===== src/design/cft_pkg.sv =====
// Types, constants and helper functions of the CSV field tokenizer.
package cft_pkg;

	localparam logic [15:0] QUOTE_CH = 16'h0022;
	localparam logic [15:0] COMMA_CH = 16'h002C;

	localparam logic CMD_CHAR = 1'b0;
	localparam logic CMD_EOL  = 1'b1;

	localparam logic KIND_CHAR = 1'b0;
	localparam logic KIND_END  = 1'b1;

	typedef enum logic {
		OP_CHAR = 1'b0,
		OP_END  = 1'b1
	} op_e_t;

	// Work handed from the front end to the back end.
	typedef struct packed {
		op_e_t       code;
		logic        is_space;
		logic        done;
		logic [15:0] ch;
	} op_t;

	// One result transaction.
	typedef struct packed {
		logic        kind;
		logic [15:0] out_char;
		logic        line_done;
		logic        space_overflow;
		logic        last_of_run;
	} res_t;

	function automatic logic is_space16(input logic [15:0] c);
		logic r;
		r = 1'b0;
		if (c >= 16'h0009 && c <= 16'h000D) r = 1'b1;
		if (c == 16'h0020 || c == 16'h0085 || c == 16'h00A0 || c == 16'h1680) r = 1'b1;
		if (c >= 16'h2000 && c <= 16'h200A) r = 1'b1;
		if (c == 16'h2028 || c == 16'h2029 || c == 16'h202F) r = 1'b1;
		if (c == 16'h205F || c == 16'h3000) r = 1'b1;
		return r;
	endfunction

endpackage


===== src/design/cft_fifo.sv =====
// Small register queue used between front and back end and at the result side.
module cft_fifo #(
	parameter type T = logic [0:0],
	parameter int DEPTH = 2
) (
	input  logic                       clk,
	input  logic                       arst_n,
	input  logic                       push,
	input  T                           din,
	input  logic                       pop,
	output T                           dout,
	output logic                       full,
	output logic                       empty,
	output logic [$clog2(DEPTH+1)-1:0] cnt
);

	localparam int AW = (DEPTH > 1) ? $clog2(DEPTH) : 1;
	localparam int CW = $clog2(DEPTH + 1);

	T               mem_q [DEPTH];
	logic [AW-1:0]  wr_ptr_q;
	logic [AW-1:0]  rd_ptr_q;
	logic [CW-1:0]  cnt_q;
	logic           do_push;
	logic           do_pop;

	assign full    = (cnt_q == CW'(DEPTH));
	assign empty   = (cnt_q == '0);
	assign cnt     = cnt_q;
	assign dout    = mem_q[rd_ptr_q];
	assign do_push = push && !full;
	assign do_pop  = pop && !empty;

	always_ff @(posedge clk) begin
		if (do_push) begin
			mem_q[wr_ptr_q] <= din;
		end
	end

	always_ff @(posedge clk or negedge arst_n) begin
		if (!arst_n) begin
			wr_ptr_q <= '0;
			rd_ptr_q <= '0;
			cnt_q    <= '0;
		end else begin
			if (do_push) begin
				wr_ptr_q <= (wr_ptr_q == AW'(DEPTH - 1)) ? '0 : wr_ptr_q + 1'b1;
			end
			if (do_pop) begin
				rd_ptr_q <= (rd_ptr_q == AW'(DEPTH - 1)) ? '0 : rd_ptr_q + 1'b1;
			end
			if (do_push && !do_pop) begin
				cnt_q <= cnt_q + 1'b1;
			end else if (do_pop && !do_push) begin
				cnt_q <= cnt_q - 1'b1;
			end
		end
	end

endmodule


===== src/design/cft_front.sv =====
// Front end: quote tracking and classification of each accepted item.
module cft_front (
	input  logic           clk,
	input  logic           arst_n,
	input  logic           accept,
	input  logic           cmd,
	input  logic [15:0]    ch,
	output logic           op_valid,
	output cft_pkg::op_t   op
);

	logic in_quotes_q;
	logic quote_pending_q;
	logic in_quotes_d;
	logic quote_pending_d;

	always_comb begin
		logic handled;
		handled         = 1'b0;
		in_quotes_d     = in_quotes_q;
		quote_pending_d = quote_pending_q;
		op_valid        = 1'b0;
		op.code         = cft_pkg::OP_CHAR;
		op.is_space     = cft_pkg::is_space16(ch);
		op.done         = 1'b0;
		op.ch           = ch;
		if (cmd == cft_pkg::CMD_EOL) begin
			in_quotes_d     = 1'b0;
			quote_pending_d = 1'b0;
			op_valid        = 1'b1;
			op.code         = cft_pkg::OP_END;
			op.done         = 1'b1;
		end else begin
			if (quote_pending_q) begin
				quote_pending_d = 1'b0;
				if (ch == cft_pkg::QUOTE_CH) begin
					// A doubled quote inside quotes stands for one literal quote.
					op_valid = 1'b1;
					handled  = 1'b1;
				end else begin
					in_quotes_d = 1'b0;
				end
			end
			if (!handled) begin
				if (ch == cft_pkg::QUOTE_CH) begin
					if (in_quotes_d) begin
						quote_pending_d = 1'b1;
					end else begin
						in_quotes_d = 1'b1;
					end
				end else if (ch == cft_pkg::COMMA_CH && !in_quotes_d) begin
					op_valid = 1'b1;
					op.code  = cft_pkg::OP_END;
				end else begin
					op_valid = 1'b1;
				end
			end
		end
		op_valid = op_valid && accept;
	end

	always_ff @(posedge clk or negedge arst_n) begin
		if (!arst_n) begin
			in_quotes_q     <= 1'b0;
			quote_pending_q <= 1'b0;
		end else if (accept) begin
			in_quotes_q     <= in_quotes_d;
			quote_pending_q <= quote_pending_d;
		end
	end

endmodule


===== src/design/cft_back.sv =====
// Back end: field trimming, held whitespace memory and result generation.
module cft_back #(
	parameter int MAX_HELD_SPACES = 16,
	parameter int OUT_DEPTH = 4
) (
	input  logic                           clk,
	input  logic                           arst_n,
	input  logic                           op_avail,
	input  cft_pkg::op_t                   op,
	output logic                           op_pop,
	input  logic [$clog2(OUT_DEPTH+1)-1:0] out_cnt,
	output logic                           res_valid,
	output cft_pkg::res_t                  res
);

	localparam int IW = (MAX_HELD_SPACES > 1) ? $clog2(MAX_HELD_SPACES) : 1;
	localparam int CW = $clog2(MAX_HELD_SPACES + 1);

	typedef enum logic [1:0] {
		ST_IDLE,
		ST_FLUSH,
		ST_CHAR
	} state_t;

	state_t         state_q;
	logic           field_started_q;
	logic [CW-1:0]  held_count_q;
	logic           overflow_q;
	logic [IW-1:0]  rd_idx_q;

	logic [15:0]    held_mem [MAX_HELD_SPACES];
	logic [15:0]    rdata_q;

	logic           v_s1;
	logic           mem_s1;
	cft_pkg::res_t  res_s1;

	logic           credit;
	logic           mem_we;
	logic           rd_en;
	logic           last_rd;
	logic           emit_end;
	logic           emit_char;

	assign credit  = (int'(out_cnt) + int'(v_s1)) < OUT_DEPTH;
	assign last_rd = ({1'b0, rd_idx_q} + 1'b1) == (IW + 1)'(held_count_q);

	always_comb begin
		op_pop    = 1'b0;
		mem_we    = 1'b0;
		rd_en     = 1'b0;
		emit_end  = 1'b0;
		emit_char = 1'b0;
		unique case (state_q)
			ST_IDLE: begin
				if (op_avail) begin
					if (op.code == cft_pkg::OP_END) begin
						emit_end = credit;
						op_pop   = credit;
					end else if (op.is_space) begin
						op_pop = 1'b1;
						mem_we = field_started_q && (held_count_q < CW'(MAX_HELD_SPACES));
					end else if (held_count_q == '0) begin
						emit_char = credit;
						op_pop    = credit;
					end
				end
			end
			ST_FLUSH: begin
				rd_en = credit;
			end
			ST_CHAR: begin
				emit_char = credit;
				op_pop    = credit;
			end
			default: begin
			end
		endcase
	end

	always_ff @(posedge clk) begin
		if (mem_we) begin
			held_mem[held_count_q[IW-1:0]] <= op.ch;
		end
		if (rd_en) begin
			rdata_q <= held_mem[rd_idx_q];
		end
	end

	always_ff @(posedge clk or negedge arst_n) begin
		if (!arst_n) begin
			state_q         <= ST_IDLE;
			field_started_q <= 1'b0;
			held_count_q    <= '0;
			overflow_q      <= 1'b0;
			rd_idx_q        <= '0;
			v_s1            <= 1'b0;
			mem_s1          <= 1'b0;
			res_s1          <= '0;
		end else begin
			v_s1   <= emit_end || emit_char || rd_en;
			mem_s1 <= rd_en;
			if (emit_end) begin
				res_s1.kind           <= cft_pkg::KIND_END;
				res_s1.out_char       <= '0;
				res_s1.line_done      <= op.done;
				res_s1.space_overflow <= overflow_q;
				res_s1.last_of_run    <= 1'b1;
				field_started_q       <= 1'b0;
				held_count_q          <= '0;
				overflow_q            <= 1'b0;
			end else if (emit_char) begin
				res_s1.kind           <= cft_pkg::KIND_CHAR;
				res_s1.out_char       <= op.ch;
				res_s1.line_done      <= 1'b0;
				res_s1.space_overflow <= 1'b0;
				res_s1.last_of_run    <= 1'b1;
				field_started_q       <= 1'b1;
				held_count_q          <= '0;
				state_q               <= ST_IDLE;
			end else if (rd_en) begin
				res_s1.kind           <= cft_pkg::KIND_CHAR;
				res_s1.out_char       <= '0;
				res_s1.line_done      <= 1'b0;
				res_s1.space_overflow <= 1'b0;
				res_s1.last_of_run    <= 1'b0;
				rd_idx_q              <= rd_idx_q + 1'b1;
				if (last_rd) begin
					state_q <= ST_CHAR;
				end
			end else if (state_q == ST_IDLE && op_avail && op.code == cft_pkg::OP_CHAR) begin
				if (op.is_space) begin
					if (mem_we) begin
						held_count_q <= held_count_q + 1'b1;
					end else if (field_started_q) begin
						overflow_q <= 1'b1;
					end
				end else if (held_count_q != '0) begin
					// Held whitespace turned out to be inner: replay it first.
					rd_idx_q <= '0;
					state_q  <= ST_FLUSH;
				end
			end
		end
	end

	assign res_valid = v_s1;

	always_comb begin
		res = res_s1;
		if (mem_s1) begin
			res.out_char = rdata_q;
		end
	end

endmodule


===== src/design/csv_field_tokenizer_unit.sv =====
// CSV field tokenizer: takes one UTF-16 code unit or an end-of-line command per
// push and returns field characters and end-of-field marks, with RFC 4180 quote
// handling and trimming of whitespace at both ends of every field. When idle, the
// back end takes a whitespace item without condition and any other item that
// yields at most one result once the result queue has room; a non-space character
// that follows held whitespace occupies the back end while it is seen, while the
// held characters are replayed from the hold memory one entry per cycle over its
// single read port whenever the result queue has room, and while it is emitted.
// A two-entry work queue lets the input keep running during such a replay, and a
// four-entry result queue absorbs stalls on pop. Characters held beyond
// MAX_HELD_SPACES are dropped and flagged on the field's end mark. There is no clearing pass after reset.
module csv_field_tokenizer_unit #(
	parameter int MAX_HELD_SPACES = 16
) (
	input  logic        clk,
	input  logic        arst_n,
	input  logic        push,
	output logic        full,
	input  logic        cmd,
	input  logic [15:0] ch,
	output logic        empty,
	input  logic        pop,
	output logic        kind,
	output logic [15:0] out_char,
	output logic        line_done,
	output logic        space_overflow,
	output logic        last_of_run
);

	localparam int OP_DEPTH  = 2;
	localparam int OUT_DEPTH = 4;

	logic                           accept;
	logic                           fe_valid;
	cft_pkg::op_t                   fe_op;
	cft_pkg::op_t                   be_op;
	logic                           opq_empty;
	logic                           be_pop;
	logic [$clog2(OUT_DEPTH+1)-1:0] out_cnt;
	logic                           res_valid;
	cft_pkg::res_t                  res;
	cft_pkg::res_t                  head;

	assign accept = push && !full;

	cft_front u_front (
		.clk      (clk),
		.arst_n   (arst_n),
		.accept   (accept),
		.cmd      (cmd),
		.ch       (ch),
		.op_valid (fe_valid),
		.op       (fe_op)
	);

	cft_fifo #(
		.T     (cft_pkg::op_t),
		.DEPTH (OP_DEPTH)
	) u_opq (
		.clk    (clk),
		.arst_n (arst_n),
		.push   (fe_valid),
		.din    (fe_op),
		.pop    (be_pop),
		.dout   (be_op),
		.full   (full),
		.empty  (opq_empty),
		.cnt    ()
	);

	cft_back #(
		.MAX_HELD_SPACES (MAX_HELD_SPACES),
		.OUT_DEPTH       (OUT_DEPTH)
	) u_back (
		.clk       (clk),
		.arst_n    (arst_n),
		.op_avail  (!opq_empty),
		.op        (be_op),
		.op_pop    (be_pop),
		.out_cnt   (out_cnt),
		.res_valid (res_valid),
		.res       (res)
	);

	cft_fifo #(
		.T     (cft_pkg::res_t),
		.DEPTH (OUT_DEPTH)
	) u_outq (
		.clk    (clk),
		.arst_n (arst_n),
		.push   (res_valid),
		.din    (res),
		.pop    (pop),
		.dout   (head),
		.full   (),
		.empty  (empty),
		.cnt    (out_cnt)
	);

	assign kind           = head.kind;
	assign out_char       = head.out_char;
	assign line_done      = head.line_done;
	assign space_overflow = head.space_overflow;
	assign last_of_run    = head.last_of_run;

endmodule


===== config.mk =====
export PLATFORM = sky130hd
export DESIGN_NAME = csv_field_tokenizer_unit
export DESIGN_NICKNAME = d
export VERILOG_FILES = /design/src/design/cft_pkg.sv /design/src/design/cft_fifo.sv /design/src/design/cft_front.sv /design/src/design/cft_back.sv /design/src/design/csv_field_tokenizer_unit.sv
export SDC_FILE = /design/constraint.sdc
export NUM_CORES = 1
export LEC_CHECK = 0
export BUFFER_PORTS_ARGS = -buffer_cell sky130_fd_sc_hd__buf_2
export CORE_ASPECT_RATIO = 1.2
export CORE_MARGIN = 8
export CORE_UTILIZATION = 40
export CTS_CLUSTER_DIAMETER = 80
export DETAILED_ROUTE_END_ITERATION = 8
export PLACE_DENSITY = 0.57
export SLEW_MARGIN = 20
export SYNTH_ARGS = -nofsm -noshare
export SYNTH_HDL_FRONTEND = slang
export SYNTH_SLANG_ARGS = --single-unit

===== constraint.sdc =====
create_clock -name clk -period 3.5 [get_ports clk]
set_clock_uncertainty 0.15 [all_clocks]
set_input_delay 0.7 -clock clk [delete_from_list [all_inputs] [get_ports clk]]
set_output_delay 0.7 -clock clk [all_outputs]
set_load 0.005 [all_outputs]

After elaboration in Yosys (flattened, before gate mapping)
Memory sizes are Yosys's and may differ from the RTL's. A register that Yosys moved wholly into a read port is not among the register bits.
Cells that the tools add are included.
{ "word_totals": {"ff_bits": 48, "ram_bits": 374, "input_bits": 21, "output_inout_bits": 22, "word_cells": 211, "n_memories": 3} }
{ "memory_table": {"columns": ["name", "words", "width", "read_ports", "rd_ports_with_merged_regs", "wr", "line", "rtl"], "rows": [
  ["u_back.held_mem", 16, 16, 1, 1, 1, "cft_back.sv:31", "logic [15:0] held_mem [MAX_HELD_SPACES];"],
  ["u_outq.mem_q", 4, 20, 1, 0, 1, "cft_fifo.sv:20", "T mem_q [DEPTH];"],
  ["u_opq.mem_q", 2, 19, 1, 0, 1, "cft_fifo.sv:20", null]
]} }
{ "op_classes": {"n_addsub": 12, "magnitude_cmp": 6, "n_eq_ne": 25, "mux": 86, "n_bitwise": 3, "reduce_logical": 56} }
{ "ops": {"columns": ["cell", "count"], "rows": [
  ["== test 16 x 14 -> 1 bit, second input constant", 5],
  ["two-way mux 20 bit", 3],
  ["two-way mux 1 bit", 58],
  ["== test 16 x 6 -> 1 bit, second input constant", 3],
  ["== test 16 x 8 -> 1 bit, second input constant", 2],
  ["< comparator 32 x 4 -> 1 bit, second input constant", 1],
  ["two-way mux 5 bit", 6],
  ["two-way mux 2 bit", 10],
  ["nonzero test 3 bit", 6],
  ["== test 16 x 13 -> 1 bit, second input constant", 1],
  ["greater-or-equal comparator 16 x 14 -> 1 bit, second input constant", 1],
  ["greater-or-equal comparator 16 x 4 -> 1 bit, second input constant", 1],
  ["<= comparator 16 x 14 -> 1 bit, second input constant", 1],
  ["<= comparator 16 x 4 -> 1 bit, second input constant", 1],
  ["logical AND 1 bit", 16],
  ["two-way mux 16 bit", 1],
  ["two-way mux 4 bit", 4],
  ["nonzero test 2 bit", 8],
  ["AND reduction 5 bit", 2],
  ["zero test 1 bit", 9],
  ["== test 2 bit, second input constant", 4],
  ["logical OR 1 bit", 8],
  ["adder 2 x 1 -> 2 bit, second input constant", 3],
  ["two-way mux 3 bit", 2],
  ["24 further kinds", 32]
]} }

Logic depth before layout (Yosys ltp)
Gate-level depths: netlist of the first run.
{ "logic_depth": {"ltp_word": 12, "depth_mapped": 10, "mapped_depth_nobuf": 10} }

Modules after synthesis
From an unflattened synthesis of the first run, not the netlist that was laid out.
{ "unflattened": {"cells_unflattened": 989, "area_unflattened_um2": 17723.2} }
{ "modules_own_cells": {"columns": ["module", "instances", "cells_per_inst", "area_per_inst_um2", "seq_area_each_um2"], "rows": [
  ["cft_back", 1, 702, 12303.0, 9043.7],
  ["cft_fifo at u_outq", 1, 141, 3340.7, 2577.5],
  ["cft_fifo at u_opq", 1, 78, 1566.5, 1241.2],
  ["cft_front", 1, 66, 495.5, 50.0],
  ["csv_field_tokenizer_unit", 1, 2, 17.5, 0.0]
]} }

Worst setup path after synthesis of the first run
No wires, ideal clock.
{ "synth_path": {"kind": "flip-flop to flip-flop", "start": "reg u_opq.rd_ptr_q", "end": "mem u_back.held_mem[3][0] (enable)", "setup_time_ns": 0.409, "arrival_ns": 2.396, "required_time_ns": 2.941, "slack_ns": 0.545, "path_stages_with_launch": 6, "n_path_buf": 1, "synth_period_minus_slack_ns": 2.955, "cell_sequence": "dfrtp_1 > buf_6 > mux2_4 > nor3_4 > nand3_2 > nor3_1"} }
{ "synth_via": {"elab_chain_cells": 7} }
{ "synth_lines": {"columns": ["element", "line", "rtl"], "rows": [
  ["start, declared", "cft_fifo.sv:22", "logic [AW-1:0] rd_ptr_q;"],
  ["start signal, assigned", "cft_fifo.sv:50", "rd_ptr_q <= (rd_ptr_q == AW'(DEPTH - 1)) ? '0 : rd_ptr_q + 1'b1;"],
  ["memory (2 x 19 bit) (*)", null, null],
  ["two-way mux 1 bit", "cft_back.sv:60", "end else if (op.is_space) begin"],
  ["two-way mux 1 bit (*)", "cft_back.sv:57", "if (op.code == cft_pkg::OP_END) begin"],
  ["two-way mux 1 bit (*)", "cft_back.sv:56", "if (op_avail) begin"],
  ["two-way mux 1 bit (*)", "cft_back.sv:54", "unique case (state_q)"],
  ["two-way mux 1 bit (*)", "cft_back.sv:82", "if (mem_we) begin"],
  ["two-way mux 1 bit (implied by the code) (*)", "cft_back.sv:83", "held_mem[held_count_q[IW-1:0]] <= op.ch;"],
  ["end, declared", "cft_back.sv:31", null]
]} }
Every way passes the cells marked *; elsewhere a longest branch is shown, timed or not.

Worst setup path after layout of the first run
{ "layout_path": {"start": "reg u_outq.rd_ptr_q[1]", "end": "out out_char[12]"} }
{ "layout_via": {"elab_chain_cells": 1} }
{ "layout_lines": {"columns": ["element", "line", "rtl"], "rows": [
  ["start, declared", "cft_fifo.sv:22", null],
  ["start signal, assigned", "cft_fifo.sv:50", null],
  ["memory (4 x 20 bit)", null, null],
  ["end, declared", "csv_field_tokenizer_unit.sv:24", "output logic [15:0] out_char,"]
]} }
No other way between the ends.

==> results.sh, run 1 <==
export IMPL_outcome="complete, no violations"
export IMPL_final_antenna_net_count=0
export IMPL_ys_types=67
export IMPL_ios=43
export IMPL_arrival_ps=2060
export IMPL_yosys_area_top_type="edfxtp_1"
export IMPL_row_count=84
export IMPL_yosys_warnings=0
export IMPL_htreeDepth=2
export IMPL_crit_path_max_fanout=12
export IMPL_synthCells=976
export IMPL_die_area_um2=50890
export IMPL_rsz0062_at_grt="false"
export IMPL_setup_tns_final_ps=0
export IMPL_crit_type="reg -> out"
export IMPL_ff2ff_setup_slack_ps=970
export IMPL_fp_dieH_um=245.5
export IMPL_fmax_mhz=343.7
export IMPL_hold_viol_final=0
export IMPL_clockBufferDepth=3
export IMPL_syn_nets=1010
export IMPL_critPathTopFamily="flip-flops"
export IMPL_syn_to_final_growth_pct=13.89
export IMPL_tritoncts="yes"
export IMPL_worst_path_stages=3
export IMPL_synth_edf_count=390
export IMPL_first_iter_violations=482
export IMPL_cts_resized=0
export IMPL_coreArea_um2=43620
export IMPL_nFillCells=3704
export IMPL_netlist_area_um2=17560
export IMPL_min_path_type="in -> async"
export IMPL_ys_top_cells_by_area="edfxtp_1 67%, dfrtp_1 6.8%, mux4_2 6.7%"
export IMPL_grt_max_degree=39
export IMPL_clock_sinks=438
export IMPL_ys_dominant_reg_cell="edfxtp_1"
export IMPL_r2r_end="u_back.held_mem[14][4]$_DFFE_PP_"
export IMPL_grt_usage_pct=15.17
export IMPL_crit_path_start_kind="flip-flop"
export IMPL_insertion_delay_ps=570
export IMPL_routed_wirelength_um=38730
export IMPL_ys_seq_elements=438
export IMPL_antenna_cells=0
export IMPL_period_share_pct=83.13
export IMPL_dp_hpwl_um=24630
export IMPL_drv_slew=0
export IMPL_root_buffer="clkbuf_16"
export IMPL_ir_drop_uv=437.9
export IMPL_finalSetupViolCount=0
export IMPL_post_drt_wl_per_cell_um=23.36
export IMPL_finalCriticalPeriod_ps=2909
export IMPL_slowest_delay_ps=670
export IMPL_gp_congestion=0.8028
export IMPL_grt_overflow=0
export IMPL_yosysMostFrequentCell="edfxtp_1"
export IMPL_finish_utilization_pct=45.86
export IMPL_synth_top_area_share_pct=66.69
export IMPL_initial_core_util_pct=40.26
export IMPL_relSlewSlack_pct=32.59
export IMPL_cp_num_buf_inv=2
export IMPL_r2r_cells=6
export IMPL_end_kind="primary output"
export IMPL_cts_buffers=43
export IMPL_ys_seq_area_share_pct=73.53
export IMPL_avgViaCountPerCell=5.411
export IMPL_final_nets=1103
export IMPL_dr_pass1_iters=4
export IMPL_grt_pass1_wl_um=58510
export IMPL_die_w_um=207.3
export IMPL_hold_buffers=0
export IMPL_dr_total_vias=8971
export IMPL_tightest_slew_ps=1007
export IMPL_antenna_found_initial=0
export IMPL_drc=0
export IMPL_synthArstFlopShare_pct=10.96
export IMPL_cp_data_required_time_ps=2650
export IMPL_cap_violations=0
export IMPL_cp_slowest_cell="dfrtp_1"
export IMPL_grt_pass1_vias=9186
export IMPL_postCtsSetupRepairBufs=0
export IMPL_clk_pin_slew_ps=60
export IMPL_synth_area_per_cell_um2=17.99
export IMPL_drive_gt1_share_pct=26.84
export IMPL_path_cells="buf_4, mux4_2, buf_2"
export IMPL_synthTopCellsByCount="390 x edfxtp_1, 53 x nand2_1, 52 x mux4_2"
export IMPL_leakage_nw=6.891
export IMPL_power_density_nw_per_um2=780.1
export IMPL_crit_reg2reg_launch="u_opq.rd_ptr_q$_DFFE_PN0P_"
export IMPL_io_buffers=42
[power by group]
part / leakage (nW) / total, mW / internal [mW] / switching (mW)
clock: 0.651 / 4.39 / 2.51 / 1.88
combinational: 2.08 / 4.04 / 1.62 / 2.41
sequential: 4.16 / 7.18 / 6.79 / 0.388
[stage by stage]
stage	cell area, um^2	setup slack, ps	hold WS [ps]	instances	power (mW)
3_3_place_gp	18670	398.2	328.2	1583	11.35
4_1_cts	20000	491.6	118.9	1658	15.84
3_5_place_dp	18670	389.8	332.6	1583	11.42
6_report	20000	590.6	116.5	1658	15.60
2_1_floorplan	17560	544.8	254.4	976	9.982
5_1_grt	20000	473.6	166.3	1658	16.34
[cells in the final DEF (no fill, tap or decap), types with 4 or more instances in the layout]
cell	netlist	final
and3_1	5	5
xor2_1	9	9
clkbuf_8	0	4
o21ai_0	42	42
buf_2	15	42
o31ai_1	4	4
nor4b_1	5	5
nor2_1	27	16
clkbuf_16	0	43
a31oi_1	4	4
clkbuf_1	16	15
dfrtp_1	48	47
mux4_2	52	52
mux2_2	50	50
edfxtp_1	390	390
clkinv_2	0	7
nand3_1	35	35
and4b_1	4	4
nor3_1	8	7
mux2i_1	51	51
and2_1	6	6
nand2b_1	4	4
nor2_2	2	13
a21oi_1	22	22
xnor2_1	6	6
a22oi_1	16	16
buf_4	6	48
nand2_1	53	53
inv_1	9	9
a221oi_1	16	16
ha_1	12	12
nand2_2	4	4
[cell type report]
class	instances	area (um^2)	share of cell area (%)
clock inverters	13	140.1	0.7006
inverters	9	33.78	0.1689
flip-flops and latches	438	12920	64.58
well taps	559	699.4	3.497
clock buffers	62	1187	5.936
multi-input cells	485	4414	22.07
repair buffers	92	610.6	3.053
[routing by layer]
metal,vias up,global-route usage [%],routed length (um)
met3,56,1.976,1267
met1,4663,19.46,16690
met5,-,0,0
met2,170,26.41,19900
met4,0,5.177,873
li1,4082,-,-
[logic make-up after synthesis]
group,share of synthesized area [%]
flip-flops,73.53
AND/OR/NAND/NOR,5.201
multiplexers,12.87
AO/OA/AOI/OAI,5.066
buffers and inverters,1.624
XOR/XNOR,0.7481
adder cells (fa/ha/maj),0.9689
[flip-flops by register name (all words and copies together) (netlist names), 2 cells and up]
signal and count:
u_back.held_mem 256, u_outq.mem_q 80, u_opq.mem_q 38, u_back.rdata_q 16
u_back.res_s1 16, u_back.held_count_q 5, u_back.rd_idx_q 4, u_back.res 4
u_outq.cnt 3, u_back.state_q 2, u_opq.cnt 2, u_outq.rd_ptr_q 2
u_outq.wr_ptr_q 2
[worst register-to-register path: stages (launching register included)]
cell,delay [ps]
dfrtp_1,430
mux2i_1,270
nor3b_2,380
and2_4,250
nand2_2,120
nor2_2,290
buf_4,310
[worst max-delay path by stage]
stage                                         from                         endpoint  slack (ps)
finish              u_outq.rd_ptr_q[1]$_DFFE_PN0P_                     out_char[12]         590
floorplan               u_opq.rd_ptr_q$_DFFE_PN0P_  u_back.held_mem[3][0]$_DFFE_PP_         540
detailed placement                           ch[5]      u_opq.mem_q[0][8]$_DFFE_PP_         390
CTS                 u_outq.rd_ptr_q[1]$_DFFE_PN0P_                             kind         490
global placement                             ch[5]      u_opq.mem_q[0][9]$_DFFE_PP_         400
global route        u_outq.rd_ptr_q[1]$_DFFE_PN0P_                             kind         470
No activity file was read; power rests on OpenSTA's default activity.
==> run 2: changes to the inputs <==
==> constraint.sdc (replaced) <==
create_clock -name clk -period 3 [get_ports clk]
set_clock_uncertainty 0.15 [all_clocks]
set_input_delay 0.6 -clock clk [delete_from_list [all_inputs] [get_ports clk]]
set_output_delay 0.6 -clock clk [all_outputs]
set_load 0.005 [all_outputs]
==> results.sh, run 2 (synthesis results as in run 1) <==
export IMPL_fin_total_pwr_mw=18.09
export IMPL_avgViaCountPerCell=5.378
export IMPL_crit_path_start_kind="flip-flop"
export IMPL_io_buffers=42
export IMPL_fmax_mhz=360.6
export IMPL_mostFrequentLayoutCells="390 x edfxtp_1, 59 x buf_4, 53 x nand2_1"
export IMPL_p_seq_share_pct=46.1
export IMPL_cap_violations=0
export IMPL_coreArea_um2=43620
export IMPL_ir_drop_uv=499.8
export IMPL_htreeDepth=2
export IMPL_dr_total_vias=8997
export IMPL_nFillCells=3709
export IMPL_initial_core_util_pct=40.26
export IMPL_clk_pin_slew_ps=60
export IMPL_pwr_share_clk_pct=27.2
export IMPL_slowest_delay_ps=590
export IMPL_cp_num_buf_inv=2
export IMPL_die_w_um=207.3
export IMPL_drive_gt1_share_pct=26.75
export IMPL_final_antenna_net_count=0
export IMPL_grt_usage_pct=14.94
export IMPL_path_cells="buf_4, mux4_2, buf_2"
export IMPL_cp_slowest_cell="mux4_2"
export IMPL_p_int_mw=12.60
export IMPL_finish_utilization_pct=45.95
export IMPL_gp_congestion=0.7976
export IMPL_period_share_pct=92.44
export IMPL_clockBufferDepth=3
export IMPL_cts_buffers=44
export IMPL_dp_hpwl_um=24930
export IMPL_finalSetupViolCount=0
export IMPL_final_nets=1117
export IMPL_arrival_ps=2020
export IMPL_antenna_cells=0
export IMPL_relSlewSlack_pct=33.52
export IMPL_rsz0062_at_grt="false"
export IMPL_grt_overflow=0
export IMPL_largest_reg_flops=256
export IMPL_outcome="complete, no violations"
export IMPL_critPathTopFamily="multiplexers"
export IMPL_fp_dieH_um=245.5
export IMPL_min_path_type="in -> reg"
export IMPL_die_area_um2=50890
export IMPL_final_common_cell="edfxtp_1"
export IMPL_syn_to_final_growth_pct=14.12
export IMPL_power_density_nw_per_um2=902.6
export IMPL_finalCriticalPeriod_ps=2773
export IMPL_first_iter_violations=679
export IMPL_leakage_nw=6.910
export IMPL_drv_slew=0
export IMPL_p_switching_mw=5.486
export IMPL_end_kind="primary output"
export IMPL_insertion_delay_ps=560
export IMPL_antenna_found_initial=0
export IMPL_routed_wirelength_um=37880
export IMPL_cp_data_required_time_ps=2250
export IMPL_row_count=84
export IMPL_root_buffer="clkbuf_16"
export IMPL_pwr_share_comb_pct=26.7
export IMPL_tritoncts="yes"
export IMPL_tightest_slew_ps=992.7
export IMPL_ios=43
export IMPL_hold_viol_final=0
export IMPL_crit_path_max_fanout=23
export IMPL_setup_tns_final_ps=0
export IMPL_grt_pass1_vias=9211
export IMPL_grt_pass1_wl_um=57880
export IMPL_dr_pass1_iters=5
export IMPL_crit_type="reg -> out"
export IMPL_drc=0
export IMPL_switching_share_pct=30.33
export IMPL_clock_sinks=438
export IMPL_grt_max_degree=34
export IMPL_post_drt_wl_per_cell_um=22.64
[run 2: cell count changes in the layout (fill, tap and decap cells not counted), sizes merged]
cell	previous run	this run
buf	92	104
bufinv	2	0
clkbuf	62	67
clkinv	11	8
dlygate4sd3	0	1
inv	9	11
[run 2: area by class of cell]
| cell class | instances | area (um^2) | share of cell area [%] |
|---|---|---|---|
| Clock buffer | 67 | 1187 | 5.925 |
| Clock inverter | 10 | 67.56 | 0.3371 |
| Inverter | 9 | 33.78 | 0.1686 |
| Multi-Input combinational cell | 485 | 4414 | 22.03 |
| Sequential cell | 438 | 12920 | 64.45 |
| Tap cell | 559 | 699.4 | 3.490 |
| Timing Repair Buffer | 105 | 723.2 | 3.608 |
[run 2: layer usage]
metal / vias up / track usage (%) / wire, um
met5: - / 0 / 0
met4: 0 / 5.766 / 1095
met3: 67 / 2.422 / 1460
met2: 192 / 25.22 / 18860
met1: 4636 / 19.27 / 16460
li1: 4102 / - / -
[run 2: worst paths after layout]
| path | startpoint | to | slack, ps | depth (start not counted) |
|---|---|---|---|---|
| max in group asynchronous | arst_n | u_opq.rd_ptr_q$_DFFE_PN0P_ | 1460 | 3 |
| setup / recovery | u_outq.rd_ptr_q[0]$_DFFE_PN0P_ | kind | 230 | 3 |
| hold reg to reg | u_back.res_s1[13]$_DFFE_PN0P_ | u_back.res_s1[13]$_DFFE_PN0P_ | 340 | 2 |
| setup reg to reg | u_opq.rd_ptr_q$_DFFE_PN0P_ | u_back.held_mem[8][6]$_DFFE_PP_ | 440 | 6 |
| min in group asynchronous | arst_n | u_outq.rd_ptr_q[0]$_DFFE_PN0P_ | 510 | 2 |
| hold / removal | ch[11] | u_opq.mem_q[1][11]$_DFFE_PP_ | 90 | 1 |
[run 2: power groups by stage]
stage          logic, mW  registers, mW  clock network (mW)
6_report            4.84           8.33                4.92
5_1_grt             5.33           8.40                5.25
4_1_cts             4.98           8.34                5.05
3_5_place_dp        4.96           8.47                   0
3_3_place_gp        4.92           8.44                   0
2_1_floorplan       3.39           8.25                   0
[run 2: timing repair]
item	CTS	global route
setup buffers	0	0
hold endpoints to repair	32	0
resized for setup	0	0
hold buffers	1	0
[run 2: metrics by stage]
stage	hold WS (ps)	instance area [um^2]	cells	setup slack, ps
5_1_grt	64.42	20040	1673	77.40
3_3_place_gp	327.1	18780	1595	84.12
4_1_cts	47.20	20040	1673	130.3
6_report	88.45	20040	1673	226.7
3_5_place_dp	331.5	18780	1595	55.90
2_1_floorplan	154.4	17560	976	44.76
==> run 3: changes to the inputs <==
--- a/config.mk
+++ b/config.mk
@@ -8,10 +8,10 @@
 export BUFFER_PORTS_ARGS = -buffer_cell sky130_fd_sc_hd__buf_2
 export CORE_ASPECT_RATIO = 1.2
 export CORE_MARGIN = 8
-export CORE_UTILIZATION = 40
-export CTS_CLUSTER_DIAMETER = 80
+export CORE_UTILIZATION = 30
+export CTS_CLUSTER_DIAMETER = 60
 export DETAILED_ROUTE_END_ITERATION = 8
-export PLACE_DENSITY = 0.57
+export PLACE_DENSITY = 0.46
 export SLEW_MARGIN = 20
 export SYNTH_ARGS = -nofsm -noshare
 export SYNTH_HDL_FRONTEND = slang
==> results.sh, run 3 (synthesis results as in run 1) <==
export IMPL_leakage_nw=7.024
export IMPL_root_buffer="clkbuf_16"
export IMPL_gp_congestion=0.7489
export IMPL_setup_tns_final_ps=0
export IMPL_final_common_cell="edfxtp_1"
export IMPL_coreArea_um2=58130
export IMPL_dp_hpwl_um=25810
export IMPL_first_iter_violations=671
export IMPL_routed_wirelength_um=40580
export IMPL_io_buffers=42
export IMPL_relSlewSlack_pct=53.48
export IMPL_grt_max_degree=38
export IMPL_post_drt_wl_per_cell_um=21.80
export IMPL_clockBufferDepth=3
export IMPL_syn_to_final_growth_pct=16.90
export IMPL_fin_total_pwr_mw=18.89
export IMPL_drc=0
export IMPL_grt_pass1_vias=9506
export IMPL_crit_path_max_fanout=20
export IMPL_finalCriticalPeriod_ps=2743
export IMPL_cp_slowest_cell="mux4_2"
export IMPL_htreeDepth=2
export IMPL_drv_slew=0
export IMPL_grt_overflow=0
export IMPL_tritoncts="yes"
export IMPL_finalSetupViolCount=0
export IMPL_finish_utilization_pct=35.31
export IMPL_end_kind="primary output"
export IMPL_antenna_cells=0
export IMPL_crit_path_start_kind="flip-flop"
export IMPL_mostFrequentLayoutCells="390 x edfxtp_1, 53 x nand2_1, 53 x buf_4"
export IMPL_cts_resized=0
export IMPL_whs_ps=93.27
export IMPL_fmax_mhz=364.6
export IMPL_initial_core_util_pct=30.21
export IMPL_grt_pass1_wl_um=61740
export IMPL_grt_usage_pct=12.26
export IMPL_dr_total_vias=9048
export IMPL_drive_gt1_share_pct=27.44
export IMPL_clk_pin_slew_ps=60
export IMPL_stdcell_count=1861
export IMPL_die_area_um2=66570
export IMPL_tightest_slew_ps=697.8
export IMPL_row_count=97
export IMPL_outcome="complete, no violations"
export IMPL_dr_pass1_iters=5
export IMPL_arrival_ps=1990
export IMPL_largest_reg_flops=256
export IMPL_cp_data_required_time_ps=2250
export IMPL_avgViaCountPerCell=4.862
export IMPL_insertion_delay_ps=570
export IMPL_power_density_nw_per_um2=920.2
export IMPL_slowest_delay_ps=580
export IMPL_rsz0062_at_grt="false"
export IMPL_die_w_um=236.9
export IMPL_path_cells="buf_12, mux4_2, buf_2"
export IMPL_crit_type="reg -> out"
export IMPL_hold_viol_final=0
export IMPL_final_antenna_net_count=0
export IMPL_cts_buffers=47
export IMPL_dpl_cell_count=1775
export IMPL_final_nets=1117
export IMPL_min_path_type="in -> reg"
export IMPL_ios=43
export IMPL_period_share_pct=91.43
export IMPL_clock_sinks=438
export IMPL_ir_drop_uv=406.1
export IMPL_fp_dieH_um=281.0
export IMPL_cp_num_buf_inv=2
export IMPL_cap_violations=0
export IMPL_critPathTopFamily="multiplexers"
export IMPL_antenna_found_initial=0
## run 3: cell types whose count changed in the layout (fill, tap and decap cells not counted), moves of 2 or more
cell and delta:
buf_12 +3, buf_4 -6, bufinv_16 +4, clkbuf_1 -10, clkbuf_16 +5, clkinv_1 +5, clkinv_2 +6, inv_6 -2
## run 3: metal layers
layer  track usage [%]  up-vias  routed length, um
met5                 0        -                  0
met4             4.281        0                973
met3             1.687       64               1306
met2             21.34      153              20520
met1             15.54     4716              17780
li1                  -     4115                  -
## run 3: layout make-up
cell class                      count  area (um^2)
Clock buffer                       63         1289
Clock inverter                     22        201.4
Fill cell                        5432        37600
Inverter                            9        33.78
Multi-Input combinational cell    485         4423
Sequential cell                   438        12920
Tap cell                          742        928.4
Timing Repair Buffer              102        738.2
## run 3: power by group
| group | switching, mW | total (mW) | internal (mW) |
|---|---|---|---|
| Clock | 2.32 | 5.67 | 3.34 |
| Combinational | 2.88 | 4.89 | 2.01 |
| Sequential | 0.412 | 8.33 | 7.92 |
## run 3: final timing paths
check                                                    start                                to  slack [ps]  cells after the start
worst max-delay path            u_outq.rd_ptr_q[0]$_DFFE_PN0P_                       out_char[4]         260                      3
worst min-delay path                                     ch[8]       u_opq.mem_q[1][8]$_DFFE_PP_          90                      1
worst max register to register      u_opq.rd_ptr_q$_DFFE_PN0P_  u_back.held_mem[0][15]$_DFFE_PP_         490                      6
max in group asynchronous                               arst_n      u_back.res_s1[5]$_DFFE_PN0P_        1760                      3
min in group asynchronous                               arst_n    u_outq.rd_ptr_q[0]$_DFFE_PN0P_         380                      2
worst min register to register    u_back.res_s1[5]$_DFFE_PN0P_      u_back.res_s1[5]$_DFFE_PN0P_         340                      2
## run 3: worst reg2reg max path, stage by stage, from the launching register on
cell	delay (ps)
dfrtp_1	530
mux2_4	370
nor3_4	250
and2_4	250
nand2_2	130
nor3_4	130
buf_4	350
## run 3: per-stage QoR
stage	setup slack (ps)	area, um^2
2_1_floorplan	44.76	17560
3_3_place_gp	147.4	19020
3_5_place_dp	92.31	19020
4_1_cts	172.0	20520
5_1_grt	154.3	20530
6_report	257.2	20530
## run 3: repair_timing
item	in CTS	in global routing
setup buffers	0	0
endpoints found under the hold margin	18	0
hold buffers	1	0
setup endpoints to repair	0	0
